`config.mk`:
```
export PLATFORM = sky130hd
export DESIGN_NAME = servo_frame_sequencer_rx_ring_flat
export DESIGN_NICKNAME = d
export VERILOG_FILES = /design/src/sfs_pkg.sv /design/src/sfs_if.sv /design/src/sfs_ram.sv /design/src/sfs_front.sv /design/src/sfs_back.sv /design/src/servo_frame_sequencer_rx_ring.sv /design/src/flat_wrapper.sv
export SDC_FILE = /design/constraint.sdc
export NUM_CORES = 1
export LEC_CHECK = 0
export ABC_AREA = 1
export BUFFER_PORTS_ARGS = -buffer_cell sky130_fd_sc_hd__clkbuf_2
export CAP_MARGIN = 20
export CELL_PAD_IN_SITES_DETAIL_PLACEMENT = 1
export CELL_PAD_IN_SITES_GLOBAL_PLACEMENT = 2
export CORE_MARGIN = 3
export CORE_UTILIZATION = 43
export CTS_CLUSTER_SIZE = 28
export DETAILED_ROUTE_END_ITERATION = 8
export PLACE_DENSITY = 0.78
export SYNTH_ARGS = -nofsm -noshare
export SYNTH_HDL_FRONTEND = slang
export SYNTH_SLANG_ARGS = --single-unit
```
`constraint.sdc`:
```
create_clock -name clk_i -period 3.55 [get_ports clk_i]
set_clock_uncertainty 0.2 [all_clocks]
set_input_delay 0.5325 -clock clk_i [delete_from_list [all_inputs] [get_ports clk_i]]
set_output_delay 0.5325 -clock clk_i [all_outputs]
set_load 0.05 [all_outputs]
```
`src/sfs_pkg.sv`:
```
`default_nettype none
package sfs_pkg;

  // default sizes
  localparam int RING_DEPTH_DEF = 64;
  localparam int FRAME_MASK_DEF = 255;

  // timer reload constants
  localparam logic [7:0]  GAP_HI   = 8'hD1;
  localparam logic [7:0]  GAP_LO   = 8'h1F;
  localparam logic [7:0]  END_HI   = 8'hE9;
  localparam logic [7:0]  END_LO   = 8'h90;
  localparam logic [15:0] GAP_LOAD = {GAP_HI, GAP_LO};
  localparam logic [15:0] END_LOAD = {END_HI, END_LO};

  // action codes on the input channel
  localparam logic [2:0] ACT_TIMER  = 3'd0;
  localparam logic [2:0] ACT_RX     = 3'd1;
  localparam logic [2:0] ACT_READ   = 3'd2;
  localparam logic [2:0] ACT_PULSE  = 3'd3;
  localparam logic [2:0] ACT_FRAMES = 3'd4;

  // frame slots
  localparam logic [2:0] SLOT_PULSE   = 3'd0;
  localparam logic [2:0] SLOT_OPEN    = 3'd1;
  localparam logic [2:0] SLOT_GAP_BEG = 3'd2;
  localparam logic [2:0] SLOT_GAP_END = 3'd5;

  typedef enum logic [2:0] {
    OP_TIMER,
    OP_RX,
    OP_READ,
    OP_PULSE,
    OP_FRAMES,
    OP_NONE
  } op_e;

  typedef struct packed {
    op_e         op;
    logic [7:0]  rx_data;
    logic [15:0] pulse_width;
  } cmd_t;

endpackage
`default_nettype wire

```
`src/sfs_if.sv`:
```
`default_nettype none
// input item channel
interface sfs_in_if;
  logic        valid;
  logic        ready;
  logic [2:0]  action;
  logic [7:0]  rx_data;
  logic [15:0] pulse_width;

  modport source (output valid, action, rx_data, pulse_width, input ready);
  modport sink   (input valid, action, rx_data, pulse_width, output ready);
endinterface

// result item channel
interface sfs_out_if;
  logic        valid;
  logic        ready;
  logic        servo_level;
  logic [15:0] timer_load;
  logic        receiver_on;
  logic [7:0]  read_data;
  logic [5:0]  fill_count;
  logic [7:0]  frames_elapsed;

  modport source (output valid, servo_level, timer_load, receiver_on, read_data,
                  fill_count, frames_elapsed, input ready);
  modport sink   (input valid, servo_level, timer_load, receiver_on, read_data,
                  fill_count, frames_elapsed, output ready);
endinterface
`default_nettype wire

```
`src/sfs_ram.sv`:
```
`default_nettype none
module sfs_ram #(
  parameter int WIDTH = 8,
  parameter int DEPTH = 64
) (
  input  wire logic                     clk_i,
  input  wire logic                     we_i,
  input  wire logic [$clog2(DEPTH)-1:0] waddr_i,
  input  wire logic [WIDTH-1:0]         wdata_i,
  input  wire logic                     re_i,
  input  wire logic [$clog2(DEPTH)-1:0] raddr_i,
  output logic      [WIDTH-1:0]         rdata_o
);

  logic [WIDTH-1:0] mem_q [DEPTH];
  logic [WIDTH-1:0] rdata_q;

  // one write port, one registered read port
  always_ff @(posedge clk_i) begin
    if (we_i) begin
      mem_q[waddr_i] <= wdata_i;
    end
    if (re_i) begin
      rdata_q <= mem_q[raddr_i];
    end
  end

  assign rdata_o = rdata_q;

endmodule
`default_nettype wire

```
`src/sfs_front.sv`:
```
`default_nettype none
module sfs_front (
  input  wire logic          clk_i,
  input  wire logic          rst_ni,
  sfs_in_if.sink             in_i,
  output logic               cmd_valid_o,
  output sfs_pkg::cmd_t      cmd_o,
  input  wire logic          cmd_ready_i
);

  sfs_pkg::cmd_t entry_q [2];
  sfs_pkg::cmd_t cls;
  logic          wr_ptr_q, wr_ptr_d;
  logic          rd_ptr_q, rd_ptr_d;
  logic [1:0]    count_q, count_d;
  logic          push, pop;

  // classify the incoming action
  always_comb begin
    cls.rx_data     = in_i.rx_data;
    cls.pulse_width = in_i.pulse_width;
    case (in_i.action)
      sfs_pkg::ACT_TIMER:  cls.op = sfs_pkg::OP_TIMER;
      sfs_pkg::ACT_RX:     cls.op = sfs_pkg::OP_RX;
      sfs_pkg::ACT_READ:   cls.op = sfs_pkg::OP_READ;
      sfs_pkg::ACT_PULSE:  cls.op = sfs_pkg::OP_PULSE;
      sfs_pkg::ACT_FRAMES: cls.op = sfs_pkg::OP_FRAMES;
      default:             cls.op = sfs_pkg::OP_NONE;
    endcase
  end

  // two-entry queue toward the back end
  assign in_i.ready  = (count_q != 2'd2);
  assign push        = in_i.valid && in_i.ready;
  assign cmd_valid_o = (count_q != 2'd0);
  assign cmd_o       = entry_q[rd_ptr_q];
  assign pop         = cmd_valid_o && cmd_ready_i;

  always_comb begin
    wr_ptr_d = push ? !wr_ptr_q : wr_ptr_q;
    rd_ptr_d = pop ? !rd_ptr_q : rd_ptr_q;
    count_d  = count_q + {1'b0, push} - {1'b0, pop};
  end

  always_ff @(posedge clk_i or negedge rst_ni) begin
    if (!rst_ni) begin
      wr_ptr_q <= 1'b0;
      rd_ptr_q <= 1'b0;
      count_q  <= 2'd0;
    end else begin
      wr_ptr_q <= wr_ptr_d;
      rd_ptr_q <= rd_ptr_d;
      count_q  <= count_d;
    end
  end

  always_ff @(posedge clk_i) begin
    if (push) begin
      entry_q[wr_ptr_q] <= cls;
    end
  end

endmodule
`default_nettype wire

```
`src/sfs_back.sv`:
```
`default_nettype none
module sfs_back #(
  parameter int RING_DEPTH = sfs_pkg::RING_DEPTH_DEF,
  parameter int FRAME_MASK = sfs_pkg::FRAME_MASK_DEF
) (
  input  wire logic          clk_i,
  input  wire logic          rst_ni,
  input  wire logic          cfg_we_i,
  input  wire logic [15:0]   cfg_wdata_i,
  input  wire logic          cmd_valid_i,
  input  wire sfs_pkg::cmd_t cmd_i,
  output logic               cmd_ready_o,
  sfs_out_if.source          out_o
);

  localparam int PW = $clog2(RING_DEPTH);
  localparam int FW = PW + 1;
  localparam logic [PW-1:0] PTR_LAST = PW'(RING_DEPTH - 1);
  localparam logic [FW-1:0] DEPTH_F  = FW'(RING_DEPTH);
  localparam logic [9:0]    MOD_F    = 10'(FRAME_MASK + 1);
  localparam logic [7:0]    MASK_B   = 8'(FRAME_MASK);

  localparam logic ST_IDLE = 1'b0;
  localparam logic ST_READ = 1'b1;

  logic            state_q, state_d;
  logic [15:0]     offset_q;
  logic [2:0]      slot_q, slot_d;
  logic [15:0]     pulse_load_q, pulse_load_d;
  logic            rx_en_q, rx_en_d;
  logic [PW-1:0]   head_q, head_d;
  logic [PW-1:0]   tail_q, tail_d;
  logic [7:0]      fc_q, fc_d;
  logic [7:0]      last_q, last_d;
  logic [RING_DEPTH-1:0] valid_q;
  logic            rd_valid_q;

  logic            out_free, pop;
  logic            ram_we, ram_re;
  logic [7:0]      ram_rdata;
  logic [15:0]     load;
  logic [7:0]      frames;
  logic [9:0]      frames_sum;
  logic [FW-1:0]   fill_full;

  logic            ov_q;
  logic            servo_q;
  logic [15:0]     load_q;
  logic            rxon_q;
  logic [7:0]      rdata_q;
  logic [5:0]      fill_q;
  logic [7:0]      frames_q;

  assign out_free    = !ov_q || out_o.ready;
  assign cmd_ready_o = (state_q == ST_IDLE) && out_free;
  assign pop         = cmd_valid_i && cmd_ready_o;

  // ring pointer wrap helper
  function automatic logic [PW-1:0] ring_next(input logic [PW-1:0] p);
    ring_next = (p == PTR_LAST) ? '0 : p + 1'b1;
  endfunction

  assign frames_sum = {2'b00, fc_q} + MOD_F - {2'b00, last_q};

  // execute one command
  always_comb begin
    state_d      = state_q;
    slot_d       = slot_q;
    pulse_load_d = pulse_load_q;
    rx_en_d      = rx_en_q;
    head_d       = head_q;
    tail_d       = tail_q;
    fc_d         = fc_q;
    last_d       = last_q;
    load         = 16'h0000;
    frames       = 8'h00;
    ram_we       = 1'b0;
    ram_re       = 1'b0;
    if (state_q == ST_READ) begin
      state_d = ST_IDLE;
    end else if (pop) begin
      case (cmd_i.op)
        sfs_pkg::OP_TIMER: begin
          if (slot_q == sfs_pkg::SLOT_PULSE) begin
            rx_en_d = 1'b0;
            load    = pulse_load_q;
            slot_d  = sfs_pkg::SLOT_OPEN;
          end else if (slot_q == sfs_pkg::SLOT_OPEN) begin
            tail_d  = head_q;
            rx_en_d = 1'b1;
            load    = sfs_pkg::GAP_LOAD;
            slot_d  = sfs_pkg::SLOT_GAP_BEG;
          end else if (slot_q inside {[sfs_pkg::SLOT_GAP_BEG:sfs_pkg::SLOT_GAP_END]}) begin
            load   = sfs_pkg::GAP_LOAD;
            slot_d = slot_q + 3'd1;
          end else begin
            load   = sfs_pkg::END_LOAD;
            slot_d = sfs_pkg::SLOT_PULSE;
            fc_d   = (fc_q + 8'd1) & MASK_B;
          end
        end
        sfs_pkg::OP_RX: begin
          if (rx_en_q) begin
            ram_we = 1'b1;
            head_d = ring_next(head_q);
          end
        end
        sfs_pkg::OP_READ: begin
          ram_re  = 1'b1;
          state_d = ST_READ;
          if (head_q != tail_q) begin
            tail_d = ring_next(tail_q);
          end
        end
        sfs_pkg::OP_PULSE: begin
          pulse_load_d = offset_q - cmd_i.pulse_width;
        end
        sfs_pkg::OP_FRAMES: begin
          frames = frames_sum[7:0] & MASK_B;
          last_d = fc_q;
        end
        default: begin
        end
      endcase
    end
  end

  // fill count after the command
  assign fill_full = {1'b0, head_d} + ((tail_d > head_d) ? DEPTH_F : '0) - {1'b0, tail_d};

  // control and ring state
  always_ff @(posedge clk_i or negedge rst_ni) begin
    if (!rst_ni) begin
      state_q      <= ST_IDLE;
      offset_q     <= 16'h0000;
      slot_q       <= sfs_pkg::SLOT_PULSE;
      pulse_load_q <= 16'h0000;
      rx_en_q      <= 1'b0;
      head_q       <= '0;
      tail_q       <= '0;
      fc_q         <= 8'h00;
      last_q       <= 8'h00;
      valid_q      <= '0;
    end else begin
      state_q      <= state_d;
      slot_q       <= slot_d;
      pulse_load_q <= pulse_load_d;
      rx_en_q      <= rx_en_d;
      head_q       <= head_d;
      tail_q       <= tail_d;
      fc_q         <= fc_d;
      last_q       <= last_d;
      if (cfg_we_i) begin
        offset_q <= cfg_wdata_i;
      end
      if (ram_we) begin
        valid_q[head_q] <= 1'b1;
      end
    end
  end

  // entries never written read as zero
  always_ff @(posedge clk_i) begin
    if (ram_re) begin
      rd_valid_q <= valid_q[tail_q];
    end
  end

  sfs_ram #(
    .WIDTH (8),
    .DEPTH (RING_DEPTH)
  ) u_ring (
    .clk_i   (clk_i),
    .we_i    (ram_we),
    .waddr_i (head_q),
    .wdata_i (cmd_i.rx_data),
    .re_i    (ram_re),
    .raddr_i (tail_q),
    .rdata_o (ram_rdata)
  );

  // output register valid
  always_ff @(posedge clk_i or negedge rst_ni) begin
    if (!rst_ni) begin
      ov_q <= 1'b0;
    end else if ((state_q == ST_READ) || (pop && (cmd_i.op != sfs_pkg::OP_READ))) begin
      ov_q <= 1'b1;
    end else if (out_o.ready) begin
      ov_q <= 1'b0;
    end
  end

  // output register payload
  always_ff @(posedge clk_i) begin
    if ((state_q == ST_READ) || (pop && (cmd_i.op != sfs_pkg::OP_READ))) begin
      servo_q  <= (slot_d == sfs_pkg::SLOT_OPEN);
      load_q   <= load;
      rxon_q   <= rx_en_d;
      rdata_q  <= ((state_q == ST_READ) && rd_valid_q) ? ram_rdata : 8'h00;
      fill_q   <= 6'(fill_full);
      frames_q <= frames;
    end
  end

  assign out_o.valid          = ov_q;
  assign out_o.servo_level    = servo_q;
  assign out_o.timer_load     = load_q;
  assign out_o.receiver_on    = rxon_q;
  assign out_o.read_data      = rdata_q;
  assign out_o.fill_count     = fill_q;
  assign out_o.frames_elapsed = frames_q;

`ifndef ASSERT_OFF
  a_read_wait_empty: assert property (@(posedge clk_i) disable iff (!rst_ni)
    (state_q == ST_READ) |-> !ov_q)
    else $error("read wait entered with a result still pending");

  a_read_enters_wait: assert property (@(posedge clk_i) disable iff (!rst_ni)
    (pop && (cmd_i.op == sfs_pkg::OP_READ)) |=> (state_q == ST_READ))
    else $error("read command did not enter the wait state");

  a_write_needs_rx: assert property (@(posedge clk_i) disable iff (!rst_ni)
    ram_we |-> (rx_en_q && pop))
    else $error("ring written while receiver disabled");

  a_fill_bound: assert property (@(posedge clk_i) disable iff (!rst_ni)
    fill_full < DEPTH_F)
    else $error("fill count out of range");
`endif

endmodule
`default_nettype wire

```
`src/servo_frame_sequencer_rx_ring.sv`:
```
// Servo frame sequencer with receive ring.
// Channels: in_i carries action, rx_data and pulse_width; out_o returns one
// result per item (servo level, timer load, receiver state, read byte, fill
// count, frames elapsed). Both use valid/ready; a transfer happens on a
// rising edge with valid and ready high. cfg_we_i/cfg_wdata_i write the pulse
// offset; the user must keep to writing it only while the block is idle, as the block has no check for it.
// A result passes the queue and the output register; a read also passes the
// registered ring memory read. Throughput: one item per cycle while out_o is
// ready, except a read, which holds the executing stage in its read wait
// state before the next item. A two-entry queue sits between the classifying
// front and the executing back, and an output register holds the result.
// Reset (async, active low): slot 0, receiver off, ring empty, counters and
// the pulse load cleared; ring entries read as zero until written, tracked by
// one valid flop per entry, so there is no clearing pass.
// When out_o stalls, the output register holds its result, the back end stops
// and the queue fills; in_i.ready drops once both queue entries are taken.
`default_nettype none
module servo_frame_sequencer_rx_ring #(
  parameter int RING_DEPTH = sfs_pkg::RING_DEPTH_DEF,
  parameter int FRAME_MASK = sfs_pkg::FRAME_MASK_DEF
) (
  input  wire logic        clk_i,
  input  wire logic        rst_ni,
  input  wire logic        cfg_we_i,
  input  wire logic [15:0] cfg_wdata_i,
  sfs_in_if.sink           in_i,
  sfs_out_if.source        out_o
);

  logic          cmd_valid;
  logic          cmd_ready;
  sfs_pkg::cmd_t cmd;

  // accept and classify
  sfs_front u_front (
    .clk_i       (clk_i),
    .rst_ni      (rst_ni),
    .in_i        (in_i),
    .cmd_valid_o (cmd_valid),
    .cmd_o       (cmd),
    .cmd_ready_i (cmd_ready)
  );

  // execute and report
  sfs_back #(
    .RING_DEPTH (RING_DEPTH),
    .FRAME_MASK (FRAME_MASK)
  ) u_back (
    .clk_i       (clk_i),
    .rst_ni      (rst_ni),
    .cfg_we_i    (cfg_we_i),
    .cfg_wdata_i (cfg_wdata_i),
    .cmd_valid_i (cmd_valid),
    .cmd_i       (cmd),
    .cmd_ready_o (cmd_ready),
    .out_o       (out_o)
  );

endmodule
`default_nettype wire

```
`src/flat_wrapper.sv`:
```
// flat-port wrapper written by rule: the top's interface ports become plain ports
module servo_frame_sequencer_rx_ring_flat 
#(
  parameter int RING_DEPTH = sfs_pkg::RING_DEPTH_DEF,
  parameter int FRAME_MASK = sfs_pkg::FRAME_MASK_DEF
)
  (clk_i, rst_ni, cfg_we_i, cfg_wdata_i, in_i_valid, in_i_action, in_i_rx_data, in_i_pulse_width, in_i_ready, out_o_valid, out_o_servo_level, out_o_timer_load, out_o_receiver_on, out_o_read_data, out_o_fill_count, out_o_frames_elapsed, out_o_ready);
  sfs_in_if in_i_i ();
  sfs_out_if out_o_i ();
  input  wire logic clk_i;
  input  wire logic rst_ni;
  input  wire logic cfg_we_i;
  input  wire logic [15:0] cfg_wdata_i;
  input wire logic [$bits(in_i_i.valid)-1:0] in_i_valid;
  input wire logic [$bits(in_i_i.action)-1:0] in_i_action;
  input wire logic [$bits(in_i_i.rx_data)-1:0] in_i_rx_data;
  input wire logic [$bits(in_i_i.pulse_width)-1:0] in_i_pulse_width;
  output wire logic [$bits(in_i_i.ready)-1:0] in_i_ready;
  output wire logic [$bits(out_o_i.valid)-1:0] out_o_valid;
  output wire logic [$bits(out_o_i.servo_level)-1:0] out_o_servo_level;
  output wire logic [$bits(out_o_i.timer_load)-1:0] out_o_timer_load;
  output wire logic [$bits(out_o_i.receiver_on)-1:0] out_o_receiver_on;
  output wire logic [$bits(out_o_i.read_data)-1:0] out_o_read_data;
  output wire logic [$bits(out_o_i.fill_count)-1:0] out_o_fill_count;
  output wire logic [$bits(out_o_i.frames_elapsed)-1:0] out_o_frames_elapsed;
  input wire logic [$bits(out_o_i.ready)-1:0] out_o_ready;
  assign in_i_i.valid = in_i_valid;
  assign in_i_i.action = in_i_action;
  assign in_i_i.rx_data = in_i_rx_data;
  assign in_i_i.pulse_width = in_i_pulse_width;
  assign in_i_ready = in_i_i.ready;
  assign out_o_valid = out_o_i.valid;
  assign out_o_servo_level = out_o_i.servo_level;
  assign out_o_timer_load = out_o_i.timer_load;
  assign out_o_receiver_on = out_o_i.receiver_on;
  assign out_o_read_data = out_o_i.read_data;
  assign out_o_fill_count = out_o_i.fill_count;
  assign out_o_frames_elapsed = out_o_i.frames_elapsed;
  assign out_o_i.ready = out_o_ready;
  servo_frame_sequencer_rx_ring #(.RING_DEPTH(RING_DEPTH), .FRAME_MASK(FRAME_MASK)) u_core (.clk_i(clk_i), .rst_ni(rst_ni), .cfg_we_i(cfg_we_i), .cfg_wdata_i(cfg_wdata_i), .in_i(in_i_i), .out_o(out_o_i));
endmodule
```
==> flow_metrics.env, run 1 <==
export IMPL_ys_seq_area_share_pct=69.42
export IMPL_placed_area_um2=33460
export IMPL_critPathLaunchType="register"
export IMPL_post_cts_buffers=0
export IMPL_fp_dieH_um=276.4
export IMPL_critPathRequiredTime_ps=3720
export IMPL_tightest_slew_ps=1003
export IMPL_grt_pass1_wl_um=140800
export IMPL_root_buffer="clkbuf_16"
export IMPL_total_power_w=0.03091
export IMPL_instances_no_fill=3956
export IMPL_design_area_um2=36590
export IMPL_synth_cell_type_count=40
export IMPL_die_w_um=276.4
export IMPL_antenna_found_initial=2
export IMPL_synth_top_flop_cell="edfxtp_1"
export IMPL_power_frac_seq_pct=38.4
export IMPL_min_path_type="in2reg"
export IMPL_drt_iter0_drc=1834
export IMPL_synth_nets=2843
export IMPL_cp_data_arrival_time_ps=3440
export IMPL_synth_edf_count=615
export IMPL_rsz0062_at_grt="false"
export IMPL_netSwitchingPower_w=0.01176
export IMPL_avgSynthCellArea_um2=11.40
export IMPL_row_count=98
export IMPL_relSlewSlack_pct=33.12
export IMPL_start_util_pct=43.67
export IMPL_grtUsageTotal_pct=23.83
export IMPL_ant_nets=0
export IMPL_yosysWarnings=0
export IMPL_setup_violations=0
export IMPL_finalCritPeriodShare_pct=92.22
export IMPL_leakagePower_nw=14.25
export IMPL_syn_cell_area_um2=31430
export IMPL_critical_path_max_fanout=4
export IMPL_grt_pass1_vias=23240
export IMPL_vdd_drop_max_v=0.0006511
export IMPL_core_region_area_um2=71980
export IMPL_cts_sinks=749
export IMPL_die_area_um2=76380
export IMPL_postLayoutSetupSlackWorst_ps=276.2
export IMPL_drive_gt1_share_pct=13.32
export IMPL_placed_cells=3760
export IMPL_maxCapViolCount=0
export IMPL_via_count=21730
export IMPL_fin_nets=3023
export IMPL_clkPwrFrac_pct=27.7
export IMPL_final_common_cell="edfxtp_1"
export IMPL_yosys_register_bits=749
export IMPL_cp_end_kind="register"
export IMPL_dr_pass1_iters=5
export IMPL_p_sw_share_pct=38.05
export IMPL_insertion_delay_ps=620
export IMPL_routed_wl_um=91570
export IMPL_clk_path_buf_depth=3
export IMPL_cts_htree_levels=3
export IMPL_grt_max_degree=184
export IMPL_fmax_ghz=0.3055
export IMPL_io_buffers=89
export IMPL_ys_async_sr_fraction_pct=17.89
export IMPL_clkTransAtPathRegs_ps=60
export IMPL_numCtsBuffers=82
export IMPL_dp_hpwl_um=55240
export IMPL_wl_per_cell_um=23.15
export IMPL_overflow=0
export IMPL_critPathKind="reg2reg"
export IMPL_area_delta_synth_final_pct=16.41
export IMPL_routabilityCongestion=0.8353
export IMPL_place_ws_ps=261.1
export IMPL_drc=0
export IMPL_hold_viol=0
export IMPL_synth_cells=2757
export IMPL_cts_tree="done"
export IMPL_min_period_ps=3274
export IMPL_fin_setup_tns_ps=0
export IMPL_io_pins=90
export IMPL_via_per_inst=5.493
export IMPL_report_final_slew_viol_count=0
export IMPL_outcome="finished, final reports clean"
export IMPL_final_cell_mix="edfxtp_1 (615), nand2_1 (448), nor2_1 (385)"
export IMPL_power_frac_comb_pct=34.0
export IMPL_p_int_w=0.01915
export IMPL_powerDensity_nw_per_um2=844.8
layout make-up:
| class | instances | area [µm²] |
|---|---|---|
| flip-flops and latches | 749 | 21830 |
| clock inverters | 45 | 430.4 |
| well taps | 950 | 1189 |
| fillers | 7563 | 35390 |
| diodes | 3 | 7.507 |
| multi-input cells | 1717 | 8508 |
| inverters | 149 | 569.3 |
| clock buffers | 105 | 2252 |
| repair buffers | 238 | 1803 |
Yosys cell counts (7+ instances only):
master    number  area, µm²
or2_1         39      244.0
dfrtp_1      134       3353
inv_1        138      518.0
mux2i_1       13      130.1
a21o_1         7      52.55
a21oi_1       86      430.4
or2_2         11      68.82
o21ai_1       13      65.06
o22ai_1      128      800.8
mux2_2        14      157.7
nand4_1       11      68.82
nand2_2        8      50.05
buf_2         23      115.1
inv_2          9      33.78
o21ai_0      352       1762
xor2_1        19      166.4
clkbuf_1     105      394.1
nor3_1         9      45.04
ha_1          35      437.9
nor2_2         9      56.30
nor2_1       388       1456
edfxtp_1     615      18470
nand2_1      456       1712
buf_1         11      41.29
nand3_1       95      475.5
worst max-delay path, cell delays in order, from the launching register on:
cell and delay, ps:
dfrtp_1 390, inv_1 100, ha_1 180, nand2_1 160
inv_1 110, nand2_1 140, inv_1 90, nor2_1 180
nand2_1 80, o21ai_0 90, o21ai_0 120, nand2_1 140
ha_1 160, inv_1 80, fa_1 450, nand3_1 110
nand2_1 80, xor2_1 140
cell families after synthesis:
group	Yosys count	share of synthesized area (%)
fa+ha+maj	38	1.584
xor+xnor	23	0.6409
simple gates	1034	13.70
flops	749	69.42
mux	27	0.9155
buf+inv	291	3.610
compound gates	595	10.13
power groups by stage:
stage / logic [W] / registers (W) / clock network, W
2_1_floorplan: 0.00586 / 0.0127 / 0
3_3_place_gp: 0.0101 / 0.0120 / 0
3_5_place_dp: 0.0104 / 0.0120 / 0
4_1_cts: 0.0105 / 0.0119 / 0.00873
5_1_grt: 0.0116 / 0.0119 / 0.00912
6_report: 0.0105 / 0.0119 / 0.00855
final timing paths:
kind	from	endpoint	slack, ps	cells past startpoint
max	u_core.u_back.slot_q[1]	u_core.u_back.out_o.fill_count[4]	280	17
min	out_o_ready	u_core.u_back.out_o.valid	20	4
max reg2reg	u_core.u_back.slot_q[1]	u_core.u_back.out_o.fill_count[4]	280	17
min reg2reg	u_core.u_back.valid_q[48]	u_core.u_back.valid_q[48]	260	1
max in group asynchronous	rst_ni	u_core.u_back.valid_q[7]	2220	3
min in group asynchronous	rst_ni	u_core.u_back.last_q[1]	190	2
routing by layer:
layer  routed length (µm)  global-route usage [%]
met1                40180                   32.11
met4                 2710                   7.881
met5                    0                       0
met3                 3813                   3.369
met2                44860                   39.90
through the flow:
step                utilization (%)  hold WS (ps)
CTS                           50.81      0.007883
finish                        50.84         21.79
floorplan                         -         36.91
global placement              46.49         236.7
detailed placement            46.49         243.6
global route                  50.83         28.95
flip-flops by register name, summed over array words and instances, names as in the netlist, 2 cells and up:
register	cells
u_core.u_back.u_ring.mem_q	512
u_core.u_back.valid_q	64
u_core.u_front.entry_q	54
u_core.u_back.offset_q	16
u_core.u_back.out_o.timer_load	16
u_core.u_back.pulse_load_q	16
u_core.u_back.fc_q	8
u_core.u_back.last_q	8
u_core.u_back.out_o.frames_elapsed	8
u_core.u_back.out_o.read_data	8
u_core.u_back.u_ring.rdata_o	8
u_core.u_back.head_q	6
u_core.u_back.out_o.fill_count	6
u_core.u_back.tail_q	6
u_core.u_back.slot_q	3
u_core.u_front.count_q	2
repair_timing:
item / 4_1_cts / 5_1_grt
hold buffers: 43 / 0
resized for setup: 0 / 5
setup endpoints to repair: 0 / 1
hold endpoints to repair: 127 / 0
No activity file was read; power rests on OpenSTA's default activity.
==> run 2, diff against run 1 <==
Settings changed: CORE_UTILIZATION 43 to 44, CTS_BUF_LIST set to sky130_fd_sc_hd__clkbuf_8, PLACE_DENSITY 0.78 to 0.79.
==> flow_metrics.env, run 2 (same netlist as run 1, synthesis figures left out) <==
export IMPL_insertion_delay_ps=780
export IMPL_start_util_pct=44.65
export IMPL_drive_gt1_share_pct=14.58
export IMPL_antenna_found_initial=1
export IMPL_p_sw_share_pct=39.66
export IMPL_dp_hpwl_um=55670
export IMPL_drt_iter0_drc=1543
export IMPL_tightest_slew_ps=991.5
export IMPL_clk_path_buf_depth=3
export IMPL_cpMostUsedCell="nand2_1"
export IMPL_placed_cells=3754
export IMPL_hold_viol=0
export IMPL_ant_nets=0
export IMPL_top_register="u_core.u_back.u_ring.mem_q"
export IMPL_fin_util_pct=51.84
export IMPL_min_path_cells=3
export IMPL_min_period_ps=3226
export IMPL_routed_wl_um=91170
export IMPL_vdd_drop_max_v=0.0004065
export IMPL_grt_max_degree=174
export IMPL_cts_tree="done"
export IMPL_die_area_um2=74680
export IMPL_finalCritPeriodShare_pct=90.89
export IMPL_outcome="finished, final reports clean"
export IMPL_io_buffers=89
export IMPL_overflow=0
export IMPL_io_pins=90
export IMPL_relSlewSlack_pct=33.90
export IMPL_crit_slowest_cell="fa_1"
export IMPL_cts_sinks=749
export IMPL_via_count=22170
export IMPL_grt_pass1_wl_um=140200
export IMPL_cts_htree_levels=4
export IMPL_netSwitchingPower_w=0.01190
export IMPL_path_cells="ha_1, nand2_1, inv_1, nand2_1, inv_1, nor2_1, nand2_1, o21ai_0, o21ai_0, nand2_1, ha_1, inv_1, fa_1, nand3_1, nand2_1, xor2_1"
export IMPL_grt_pass1_vias=23700
export IMPL_critical_path_max_fanout=5
export IMPL_numCtsBuffers=132
export IMPL_area_delta_synth_final_pct=16.10
export IMPL_rsz0062_at_grt="false"
export IMPL_cp_num_cells=16
export IMPL_p_int_w=0.01811
export IMPL_setup_violations=0
export IMPL_clkPwrFrac_pct=25.5
export IMPL_fmax_ghz=0.3099
export IMPL_critPathKind="reg2reg"
export IMPL_row_count=97
export IMPL_instances_no_fill=4047
export IMPL_critPathLaunchType="register"
export IMPL_top_regs="u_core.u_back.u_ring.mem_q x512, u_core.u_back.valid_q x64, u_core.u_front.entry_q x54"
export IMPL_wl_per_cell_um=22.53
export IMPL_slowest_delay_ps=460
export IMPL_largest_register_ffs=512
export IMPL_path_delay_family="simple AND/OR/NAND/NOR gates"
export IMPL_final_cell_mix="edfxtp_1 (615), nand2_1 (448), nor2_1 (385)"
export IMPL_fin_nets=3081
export IMPL_leakagePower_nw=14.45
export IMPL_cp_data_arrival_time_ps=3530
export IMPL_report_final_slew_viol_count=0
export IMPL_via_per_inst=5.477
export IMPL_maxCapViolCount=0
export IMPL_worstRegToRegCells=16
export IMPL_min_path_type="in2reg"
export IMPL_powerDensity_nw_per_um2=822.5
export IMPL_fin_setup_tns_ps=0
export IMPL_routabilityCongestion=0.8115
export IMPL_fillCellCount=7469
export IMPL_power_frac_comb_pct=34.9
export IMPL_core_region_area_um2=70390
export IMPL_critPathRequiredTime_ps=3850
export IMPL_fp_dieH_um=273.3
export IMPL_multi_input_area_um2=8504
export IMPL_power_frac_seq_pct=39.5
export IMPL_path_buf_inv=3
export IMPL_regArea_um2=21830
export IMPL_clkTransAtPathRegs_ps=60
export IMPL_die_w_um=273.3
export IMPL_grtUsageTotal_pct=24.63
export IMPL_dr_pass1_iters=5
export IMPL_cp_end_kind="register"
export IMPL_final_common_cell="edfxtp_1"
export IMPL_root_buffer="clkbuf_8"
export IMPL_drc=0
## run 2: cell count changes in the layout (fill, tap and decap cells not counted), moves of 4 or more
| cell | previous run | this run |
|---|---|---|
| buf_4 | 96 | 101 |
| inv_6 | 4 | 8 |
| clkbuf_1 | 15 | 0 |
| clkinv_1 | 11 | 19 |
| bufinv_16 | 8 | 4 |
| dlygate4sd3_1 | 43 | 47 |
| clkbuf_16 | 85 | 0 |
| clkinv_2 | 22 | 16 |
| inv_1 | 136 | 187 |
| clkbuf_8 | 5 | 142 |
## run 2: worst min-delay path, delay by kind of cell
kind | cells | cell delay [ps]
AO/OA/AOI/OAI | 1 | 70
buffers and inverters | 1 | 300
AND/OR/NAND/NOR | 1 | 130
## run 2: layout make-up
| class | instances | share of cell area (%) |
|---|---|---|
| Antenna cell | 1 | 0.006857 |
| Clock buffer | 142 | 5.355 |
| Clock inverter | 103 | 1.639 |
| Inverter | 149 | 1.553 |
| Multi-Input combinational cell | 1717 | 23.30 |
| Sequential cell | 749 | 59.82 |
| Tap cell | 940 | 3.223 |
| Timing Repair Buffer | 246 | 5.098 |
## run 2: per-stage QoR
| stage | setup WS (ps) | hold slack [ps] | total power (W) | instance area [µm²] |
|---|---|---|---|---|
| 2_1_floorplan | 622.5 | 36.91 | 0.01858 | 31430 |
| 3_3_place_gp | 397.6 | 236.6 | 0.02207 | 33460 |
| 3_5_place_dp | 265.9 | 246.5 | 0.02244 | 33460 |
| 4_1_cts | 270.0 | 10.07 | 0.03022 | 36490 |
| 5_1_grt | 38.36 | 95.19 | 0.03183 | 36490 |
| 6_report | 323.5 | 102.7 | 0.03002 | 36490 |
## run 2: path summary, 6_finish.rpt
check                                     startpoint                           endpoint  slack [ps]
setup / recovery             u_core.u_back.slot_q[0]  u_core.u_back.out_o.fill_count[4]         320
hold / removal                              cfg_we_i          u_core.u_back.offset_q[1]         100
setup reg to reg             u_core.u_back.slot_q[0]  u_core.u_back.out_o.fill_count[4]         320
hold reg to reg            u_core.u_back.valid_q[32]          u_core.u_back.valid_q[32]         260
max in group asynchronous                     rst_ni          u_core.u_back.valid_q[15]        2220
min in group asynchronous                     rst_ni            u_core.u_back.last_q[1]         130
## run 2: timing repair
item / in CTS / in global routing
hold endpoints to repair: 133 / 0
endpoints found under the setup margin: 0 / 2
setup buffers: 0 / 0
hold buffers: 47 / 0
gates resized for setup: 0 / 2
## run 2: power groups by stage
stage | Clock (W) | Sequential (W) | Combinational (W)
2_1_floorplan | 0 | 0.0127 | 0.00586
3_3_place_gp | 0 | 0.0120 | 0.0101
3_5_place_dp | 0 | 0.0120 | 0.0104
4_1_cts | 0.00787 | 0.0119 | 0.0105
5_1_grt | 0.00831 | 0.0119 | 0.0116
6_report | 0.00767 | 0.0119 | 0.0105
## run 2: routing by layer
layer  wire (µm)  up-vias  share of wire [%]  track usage [%]
met5           0        -                  0                0
met4        2546        0                2.8            8.778
met3        3684      145                4.0            3.716
met2       43980      501                 48            40.60
met1       40960    11370                 45            33.35
li1            -    10150                  -                -
